--- src/rtl/wmam_pkg.sv ---
`timescale 1ns / 1ps
// ----------------------------------------------------------------------------
// wmam_pkg
// Types and constants of the windowed memory alarm monitor.
// ----------------------------------------------------------------------------
package wmam_pkg;

  localparam int DATA_W    = 32;
  localparam int WIN_LEN_W = 5;
  localparam int PADDR_W   = 4;
  localparam int REG_IDX_W = 2;

  localparam logic [REG_IDX_W-1:0] REG_MIN_FREE   = 2'd0;
  localparam logic [REG_IDX_W-1:0] REG_MAX_SWAP   = 2'd1;
  localparam logic [REG_IDX_W-1:0] REG_HOLDOFF    = 2'd2;
  localparam logic [REG_IDX_W-1:0] REG_WINDOW_LEN = 2'd3;

  localparam logic [DATA_W-1:0]    MIN_FREE_RST   = 32'd10000;
  localparam logic [DATA_W-1:0]    MAX_SWAP_RST   = 32'd0;
  localparam logic [DATA_W-1:0]    HOLDOFF_RST    = 32'd43200;
  localparam logic [WIN_LEN_W-1:0] WINDOW_LEN_RST = 5'd10;

  typedef struct packed {
    logic [DATA_W-1:0] mem_total_kb;
    logic [DATA_W-1:0] mem_free_kb;
    logic [DATA_W-1:0] swap_total_kb;
    logic [DATA_W-1:0] swap_free_kb;
    logic [DATA_W-1:0] now_seconds;
    logic              sample_complete;
  } in_item_t;

  typedef struct packed {
    logic              mem_alarm;
    logic              swap_alarm;
    logic [DATA_W-1:0] avg_free_kb;
    logic [DATA_W-1:0] swap_used_kb;
    logic              window_full;
  } out_item_t;

  typedef enum logic [1:0] {
    ST_IDLE,
    ST_READ,
    ST_DIV,
    ST_DONE
  } state_t;

endpackage

--- src/rtl/windowed_memory_alarm_monitor.sv ---
`timescale 1ns / 1ps
// ----------------------------------------------------------------------------
// windowed_memory_alarm_monitor
// Sliding-window free-memory average and swap-use alarms with hold-off.
// ----------------------------------------------------------------------------
// Flow: an incomplete sample or one that only fills the window goes from
//   ST_IDLE to ST_DONE and then to the output register; a sample into a full
//   window also passes ST_READ and ST_DIV, where the bit-serial divider runs.
// Throughput: one sample at a time; the next is taken once the result has
//   moved to the output register.
// Reset: synchronous, active low; window empty, both alarms armed.
module windowed_memory_alarm_monitor
  import wmam_pkg::*;
#(
  parameter int WINDOW_MAX = 16
) (
  input  logic                 clk,
  input  logic                 rst_n,
  input  logic                 in_valid,
  output logic                 in_stall,
  input  in_item_t             in_data,
  output logic                 out_valid,
  input  logic                 out_stall,
  output out_item_t            out_data,
  input  logic                 psel,
  input  logic                 penable,
  input  logic                 pwrite,
  input  logic [PADDR_W-1:0]   paddr,
  input  logic [DATA_W-1:0]    pwdata,
  output logic [DATA_W-1:0]    prdata,
  output logic                 pready
);

  localparam int IDX_W = (WINDOW_MAX > 1) ? $clog2(WINDOW_MAX) : 1;
  localparam int CNT_W = $clog2(WINDOW_MAX + 1);
  localparam int SUM_W = DATA_W + CNT_W;
  localparam int CMP_W = (CNT_W > WIN_LEN_W) ? CNT_W : WIN_LEN_W;

  // configuration
  logic [DATA_W-1:0]    min_free_r;
  logic [DATA_W-1:0]    max_swap_r;
  logic [DATA_W-1:0]    holdoff_r;
  logic [WIN_LEN_W-1:0] window_len_r;
  logic                 cfg_wr;
  logic [REG_IDX_W-1:0] reg_idx;

  // state
  state_t               state_r, state_nxt;
  logic [CNT_W-1:0]     fill_r;
  logic [CNT_W-1:0]     oldest_r;
  logic [SUM_W-1:0]     sum_r;
  logic [DATA_W-1:0]    last_mem_r;
  logic [DATA_W-1:0]    last_swap_r;
  logic                 mem_armed_r;
  logic                 swap_armed_r;

  // per-sample holding
  logic [DATA_W-1:0]    free_r;
  logic [DATA_W-1:0]    now_r;
  out_item_t            res_r;
  out_item_t            res_acc;
  out_item_t            res_div;
  logic                 out_valid_r;
  out_item_t            out_data_r;

  // window memory
  logic [DATA_W-1:0]    free_mem [WINDOW_MAX];
  logic [DATA_W-1:0]    mem_rd_r;
  logic                 mem_we;
  logic                 mem_re;
  logic [IDX_W-1:0]     mem_wa;
  logic [DATA_W-1:0]    mem_wd;

  logic                 accept;
  logic                 storing;
  logic                 go_read;
  logic                 div_start;
  logic                 div_done;
  logic [SUM_W-1:0]     quo;
  logic [SUM_W-1:0]     sum_upd;
  logic [CNT_W-1:0]     len_eff;
  logic [CMP_W-1:0]     len_ext;
  logic [CNT_W-1:0]     oldest_inc;
  logic                 out_free;
  logic [DATA_W-1:0]    swap_used;
  logic                 swap_fire;
  logic                 mem_fire;

  assign reg_idx = paddr[PADDR_W-1:2];
  assign cfg_wr  = psel && penable && pwrite && pready;
  assign pready  = 1'b1;

  always_comb begin
    prdata = '0;
    unique case (reg_idx)
      REG_MIN_FREE:   prdata = min_free_r;
      REG_MAX_SWAP:   prdata = max_swap_r;
      REG_HOLDOFF:    prdata = holdoff_r;
      REG_WINDOW_LEN: prdata = DATA_W'(window_len_r);
      default:        prdata = '0;
    endcase
  end

  always_ff @(posedge clk) begin
    if (!rst_n) begin
      min_free_r   <= MIN_FREE_RST;
      max_swap_r   <= MAX_SWAP_RST;
      holdoff_r    <= HOLDOFF_RST;
      window_len_r <= WINDOW_LEN_RST;
    end else if (cfg_wr) begin
      unique case (reg_idx)
        REG_MIN_FREE:   min_free_r   <= pwdata;
        REG_MAX_SWAP:   max_swap_r   <= pwdata;
        REG_HOLDOFF:    holdoff_r    <= pwdata;
        REG_WINDOW_LEN: window_len_r <= pwdata[WIN_LEN_W-1:0];
        default:        ;
      endcase
    end
  end

  // clamp length to 1 .. WINDOW_MAX
  always_comb begin
    len_ext = CMP_W'(window_len_r);
    priority if (len_ext == '0) begin
      len_eff = CNT_W'(1);
    end else if (len_ext > CMP_W'(WINDOW_MAX)) begin
      len_eff = CNT_W'(WINDOW_MAX);
    end else begin
      len_eff = CNT_W'(len_ext);
    end
  end

  assign accept     = in_valid && !in_stall;
  assign out_free   = !out_valid_r || !out_stall;
  assign oldest_inc = oldest_r + 1'b1;
  assign sum_upd    = sum_r - SUM_W'(mem_rd_r) + SUM_W'(free_r);
  assign swap_used  = (in_data.swap_total_kb > in_data.swap_free_kb) ?
                      (in_data.swap_total_kb - in_data.swap_free_kb) : '0;
  assign swap_fire  = (swap_armed_r ||
                       ((in_data.now_seconds - last_swap_r) >= holdoff_r)) &&
                      (swap_used > max_swap_r);
  assign mem_fire   = (mem_armed_r || ((now_r - last_mem_r) >= holdoff_r)) &&
                      (quo[DATA_W-1:0] < min_free_r);

  // next state
  always_comb begin
    state_nxt = state_r;
    unique case (state_r)
      ST_IDLE: if (accept) begin
        state_nxt = go_read ? ST_READ : ST_DONE;
      end
      ST_READ: state_nxt = ST_DIV;
      ST_DIV:  if (div_done) begin
        state_nxt = ST_DONE;
      end
      ST_DONE: if (out_free) begin
        state_nxt = ST_IDLE;
      end
      default: state_nxt = ST_IDLE;
    endcase
  end

  // control outputs
  always_comb begin
    in_stall  = 1'b1;
    storing   = 1'b0;
    go_read   = 1'b0;
    mem_re    = 1'b0;
    mem_we    = 1'b0;
    mem_wa    = oldest_r[IDX_W-1:0];
    mem_wd    = free_r;
    div_start = 1'b0;
    unique case (state_r)
      ST_IDLE: begin
        in_stall = 1'b0;
        storing  = in_data.sample_complete && (fill_r < len_eff);
        go_read  = in_data.sample_complete && (fill_r >= len_eff);
        mem_re   = accept && go_read;
        mem_we   = accept && storing;
        mem_wa   = fill_r[IDX_W-1:0];
        mem_wd   = in_data.mem_free_kb;
      end
      ST_READ: begin
        mem_we    = 1'b1;
        div_start = 1'b1;
      end
      ST_DIV, ST_DONE: ;
      default: ;
    endcase
  end

  always_ff @(posedge clk) begin
    if (mem_we) begin
      free_mem[mem_wa] <= mem_wd;
    end
    if (mem_re) begin
      mem_rd_r <= free_mem[oldest_r[IDX_W-1:0]];
    end
  end

  always_ff @(posedge clk) begin
    if (!rst_n) begin
      state_r      <= ST_IDLE;
      fill_r       <= '0;
      oldest_r     <= '0;
      sum_r        <= '0;
      last_mem_r   <= '0;
      last_swap_r  <= '0;
      mem_armed_r  <= 1'b1;
      swap_armed_r <= 1'b1;
      out_valid_r  <= 1'b0;
    end else begin
      state_r <= state_nxt;
      if (cfg_wr && (reg_idx == REG_WINDOW_LEN)) begin
        fill_r   <= '0;
        oldest_r <= '0;
        sum_r    <= '0;
      end else if (mem_we && (state_r == ST_IDLE)) begin
        fill_r <= fill_r + 1'b1;
        sum_r  <= sum_r + SUM_W'(in_data.mem_free_kb);
      end else if (state_r == ST_READ) begin
        sum_r    <= sum_upd;
        oldest_r <= (oldest_inc >= len_eff) ? '0 : oldest_inc;
      end
      if (accept && in_data.sample_complete && swap_fire) begin
        last_swap_r  <= in_data.now_seconds;
        swap_armed_r <= 1'b0;
      end
      if ((state_r == ST_DIV) && div_done && mem_fire) begin
        last_mem_r  <= now_r;
        mem_armed_r <= 1'b0;
      end
      if ((state_r == ST_DONE) && out_free) begin
        out_valid_r <= 1'b1;
      end else if (!out_stall) begin
        out_valid_r <= 1'b0;
      end
    end
  end

  always_comb begin
    res_acc = '0;
    if (in_data.sample_complete) begin
      res_acc.swap_used_kb = swap_used;
      res_acc.swap_alarm   = swap_fire;
    end
  end

  always_comb begin
    res_div             = res_r;
    res_div.window_full = 1'b1;
    res_div.avg_free_kb = quo[DATA_W-1:0];
    res_div.mem_alarm   = mem_fire;
  end

  always_ff @(posedge clk) begin
    if (accept) begin
      free_r <= in_data.mem_free_kb;
      now_r  <= in_data.now_seconds;
      res_r  <= res_acc;
    end else if ((state_r == ST_DIV) && div_done) begin
      res_r <= res_div;
    end
    if ((state_r == ST_DONE) && out_free) begin
      out_data_r <= res_r;
    end
  end

  wmam_div #(
    .N_W (SUM_W),
    .D_W (CNT_W)
  ) u_div (
    .clk      (clk),
    .rst_n    (rst_n),
    .start    (div_start),
    .dividend (sum_upd),
    .divisor  (len_eff),
    .done     (div_done),
    .quotient (quo)
  );

  assign out_valid = out_valid_r;
  assign out_data  = out_data_r;

endmodule

--- src/rtl/wmam_div.sv ---
`timescale 1ns / 1ps
// ----------------------------------------------------------------------------
// wmam_div
// Restoring divider, one quotient bit per cycle; done pulses once all N_W bits are in.
// ----------------------------------------------------------------------------
module wmam_div #(
  parameter int N_W = 37,
  parameter int D_W = 5
) (
  input  logic           clk,
  input  logic           rst_n,
  input  logic           start,
  input  logic [N_W-1:0] dividend,
  input  logic [D_W-1:0] divisor,
  output logic           done,
  output logic [N_W-1:0] quotient
);

  localparam int CW = $clog2(N_W + 1);

  logic [N_W-1:0] q_r;
  logic [D_W-1:0] rem_r;
  logic [D_W-1:0] dvs_r;
  logic [CW-1:0]  cnt_r;
  logic           busy_r;
  logic           done_r;

  logic [D_W:0]   trial;
  logic           ge;
  logic [D_W:0]   diff;
  logic [D_W-1:0] rem_nxt;
  logic [N_W-1:0] q_nxt;

  always_comb begin
    trial   = {rem_r, q_r[N_W-1]};
    ge      = trial >= {1'b0, dvs_r};
    diff    = trial - {1'b0, dvs_r};
    rem_nxt = ge ? diff[D_W-1:0] : trial[D_W-1:0];
    q_nxt   = {q_r[N_W-2:0], ge};
  end

  always_ff @(posedge clk) begin
    if (!rst_n) begin
      busy_r <= 1'b0;
      done_r <= 1'b0;
      cnt_r  <= '0;
    end else begin
      done_r <= 1'b0;
      if (start) begin
        busy_r <= 1'b1;
        cnt_r  <= CW'(N_W);
      end else if (busy_r) begin
        cnt_r <= cnt_r - 1'b1;
        if (cnt_r == CW'(1)) begin
          busy_r <= 1'b0;
          done_r <= 1'b1;
        end
      end
    end
  end

  always_ff @(posedge clk) begin
    if (start) begin
      q_r   <= dividend;
      rem_r <= '0;
      dvs_r <= divisor;
    end else if (busy_r) begin
      q_r   <= q_nxt;
      rem_r <= rem_nxt;
    end
  end

  assign done     = done_r;
  assign quotient = q_r;

endmodule

--- config.mk ---
export PLATFORM = sky130hd
export DESIGN_NAME = windowed_memory_alarm_monitor
export DESIGN_NICKNAME = d
export VERILOG_FILES = /design/src/rtl/wmam_pkg.sv /design/src/rtl/windowed_memory_alarm_monitor.sv /design/src/rtl/wmam_div.sv
export SDC_FILE = /design/constraint.sdc
export NUM_CORES = 2
export LEC_CHECK = 0
export BUFFER_PORTS_ARGS = -buffer_cell sky130_fd_sc_hd__buf_2
export CORE_ASPECT_RATIO = 2
export CORE_MARGIN = 2
export CORE_UTILIZATION = 35
export DETAILED_ROUTE_END_ITERATION = 7
export PLACE_DENSITY_LB_ADDON = 0.1
export SETUP_SLACK_MARGIN = 0.15
export SLEW_MARGIN = 20
export SYNTH_ARGS = -nofsm -noshare
export SYNTH_HDL_FRONTEND = slang
export SYNTH_HIERARCHICAL = 1
export SYNTH_SLANG_ARGS = --single-unit
export TNS_END_PERCENT = 100
--- constraint.sdc ---
create_clock -name clk -period 10.7 [get_ports clk]
set_clock_uncertainty 0.2 [all_clocks]
set_input_delay 0.535 -clock clk [delete_from_list [all_inputs] [get_ports clk]]
set_output_delay 0.535 -clock clk [all_outputs]
set_load 0.005 [all_outputs]
==> metrics.md <==
| Metric | Value |
|---|---|
| Outcome | `complete, no violations` |
| H-tree depth | `3` |
| Slew margin rel. | `0.2872` |
| Initial antenna violation count | `10` |
| Die Y | `between 500 and 600 um` |
| Worst hold start | `rst_n` |
| GRT overflow | `0` |
| DIE AREA | `around 150000 sq um` |
| Initial Utilization | `0.3520` |
| CTS clk-pin slew, worst paths | `~70 ps` |
| Setup_tns | `0 ps` |
| Number of port buffers | `between 200 and 300` |
| Worst setup margin | `3621 ps` |
| Insertion delay to the later sink of the worst-skew pair | `710 ps` |
| Reg area | `around 28000 sq um` |
| Worst-case hold path end point | `len_ext[3]` |
| Hold Path Depth | `2` |
| Peak VDD IR | `0.1721 mV` |
| Worst-path fanout max | `39` |
| Final min period | `between 7000 and 8000 ps` |
| Pwr dens | `240.7 nW/um^2` |
| Nets | `roughly 5200` |
| Leakage dissipation | `around 22 nW` |
| Post-Route WL | `158400 um` |
| CTS tree | `built` |
| Post-synth top area cell | `edfxtp_1` |
| Number of iterations in the first detailed-routing pass | `5` |
| Die X | `around 270 um` |
| Area grow syn2layout | `15.67%` |
| Power Total | `14.23 mW` |
| Global-route wire length before repair | `~230000 um` |
| Instance count on the critical path | `25` |
| Post-synth EDFFs | `750` |
| Most used DFF post-synth | `edfxtp_1` |
| #FFs+latches synth | `between 1000 and 1500` |
| Slowest CP cell | `a2111oi_1` |
| WL/cell | `~24 um` |
| Vias in the first global route | `35711` |
| Longest Clk Path Bufs | `3` |
| Clock sink count | `around 1000` |
| CP Class | `flip-flop to flip-flop` |
| Pre-CTS setup slack | `between 3000 and 4000 ps` |
| Synth Instances | `4282` |
| GRT Total Usage | `0.2112` |
| Worst Path Buf+Inv | `3` |
| Root buf cell | `clkbuf_16` |
| Top cells by area, synth | `edfxtp_1, dfxtp_1, ha_1, mux4_2, nand2_1` |
| Total setup buffers inserted after CTS | `0` |
| DR vias | `between 30000 and 40000` |
| Footprint of the multi-input gates | `roughly 21000 sq um` |
| Async SR Flop Fraction | `0` |
| Max-Cap Viols | `0` |
| Pin count of the biggest net entering global routing | `roughly 110` |
| Post-route ant nets | `0` |
| Unique masters post-synth | `91` |
| GR Layer Usage met3 | `0.02647` |
| Vias/cell | `roughly 5.2` |
| Post-layout instance area | `about 59000 sq um` |
| Reg2Reg Depth | `25` |
| Final hold viol count | `0` |
| RR Startpoint | `now_r[0]` |
| Net Count, Synth | `4839` |
| Met2 Usage GRT | `0.4089` |
| Yosys warnings | `6` |
| CP top delay family | `compound AO/OA/AOI/OAI gates` |
| Global routing's busiest layer | `met2` |
| Grt met1 use | `0.2305` |
| Worst EP arrival | `roughly 7500 ps` |
| Final worst-path cycle share | `0.6616` |
| Highest clock rate | `between 100 and 150 MHz` |
| Fillers | `13963` |
| Num CTS Buffers | `97` |
| Critical path required time | `approximately 11000 ps` |
| Worst slew pin tran | `approximately 1100 ps` |
| CP Capture Type | `flip-flop` |
| IO Pins | `306` |
| Top cells by count, synth | `edfxtp_1, nand2_1, inv_1` |
| Reg2reg setup slack | `roughly 3600 ps` |
| Num rows | `198` |
| Fin. max-slew vios | `0` |
| Post-DP Area | `54960 sq um` |
| Share of the synthesized area in the top cell type | `0.4407` |
| Final Util | `0.4072` |
| Top-count cell post-synth | `edfxtp_1` |
| Worst setup SP type | `flip-flop` |
| DRC | `0` |
| Cell Area, Synth | `between 50000 and 60000 sq um` |
| Hold crit path type | `input pin to flip-flop` |
| Layout cells sized above 1 | `0.1595` |
| RSZ-0062 raised after global routing | `no` |
| Reg-to-Reg End | `last_mem_r[21]` |
| Routability Congestion | `approximately 0.89` |
| Post-DP HPWL | `roughly 110000 um` |
| Core ar. | `between 100000 and 150000 sq um` |
| Post-synthesis sequential area ratio | `0.5441` |
| CP peak stage delay | `820 ps` |
| Final setup violating endpoints | `0` |
| Syn_area_per_cell | `between 10 and 15 sq um` |
| DR iter-0 viols | `between 1500 and 2000` |
==> cell families after synthesis <==
logic type                 after synthesis  synth area share
AOI/OAI and AO/OA                      933            0.1168
xor gates and xnor gates               158           0.02708
adders and majority gates              353           0.09187
buffers and inverters                  556           0.04224
DFF                                   1014            0.5441
muxes                                  244           0.08910
other                                    1        0.00007338
and+or+nand+nor                       1023           0.08873
==> flip-flops by register name, indices dropped and copies added (netlist names), 33 cells and up <==
signal,cells
free_mem,512
res_div,33
res_r,34
out_data,67
sum_r,37
u_div/quotient,37
==> layout make-up <==
class,count,area share
sequential,1014,0.4706
multi-input combinational,2712,0.3610
timing repair buffer,449,0.04981
clock buffer,122,0.04369
tap,1900,0.04022
inverter,387,0.02458
clock inverter,55,0.009779
antenna,8,0.0003387
==> worst max-delay path by stage <==
stage / startpoint / end / slack (ps)
finish: now_r[0] / last_mem_r[21] / 3620
global route: now_r[0] / last_mem_r[22] / 3090
CTS: now_r[0] / last_mem_r[21] / 3490
detailed placement: now_r[0] / last_mem_r[28] / 3530
global placement: now_r[0] / last_mem_r[17] / 3630
floorplan: state_r[0] / out_data[0] / 4490
==> metal layers <==
| layer | routed length [um] | vias up |
|---|---|---|
| met1 | 59370 | 17082 |
| met3 | 6211 | 219 |
| met5 | 21 | - |
| met4 | 6009 | 4 |
| met2 | 86780 | 740 |
| li1 | - | 16384 |
==> cells in the final DEF (no fill, tap or decap), types with 19 or more instances in the layout <==
cell	n
inv_1	385
dlygate4sd3_1	97
a21boi_0	93
mux2i_1	42
fa_1	37
nand2b_1	23
xor2_1	47
o21a_1	28
mux4_2	165
nand2_1	494
dfxtp_1	260
nor3_1	38
a21o_1	95
o21ai_0	225
buf_4	82
clkbuf_16	98
nand4_1	43
buf_2	269
xnor2_1	111
a31oi_1	19
mux2_2	37
a211oi_1	29
clkbuf_1	20
o21bai_1	28
a21oi_1	250
edfxtp_1	750
nor2b_1	34
nand3_1	107
nor2_1	190
o211ai_1	29
and3_1	22
ha_1	314
==> what timing repair did <==
item,CTS,global route
endpoints found under the hold margin,198,0
hold buffers,97,0
resized for setup,0,0
setup endpoints to repair,0,0
==> worst register-to-register path, cell delays in order, from the launching register on <==
cell and delay, ps:
edfxtp_1 390, inv_1 70, ha_1 170, inv_1 60
fa_1 440, a211oi_1 350, o21bai_1 200, a221o_1 360
a21o_1 220, a21o_4 250, a2111oi_4 320, o31ai_1 210
and2_4 220, o21a_1 180, nor2_1 110, ha_1 260
a21oi_1 130, nor2b_1 60, o21ai_0 170, a21oi_1 90
a2111oi_1 820, o2111ai_1 390, nand3_2 550, buf_4 500
nand3_1 140, o21ai_0 110
==> where the power goes <==
part | internal (mW) | switching (mW)
logic | 2.04 | 3.29
registers | 5.10 | 0.277
clock network | 1.92 | 1.60
==> metrics by stage <==
stage,cells,hold slack [ps]
floorplan,4282,200.3
global placement,6365,202.9
detailed placement,6365,205.2
CTS,6639,67.59
global route,6644,95.79
finish,6647,99.61
No activity file was read; power rests on OpenSTA's default activity.
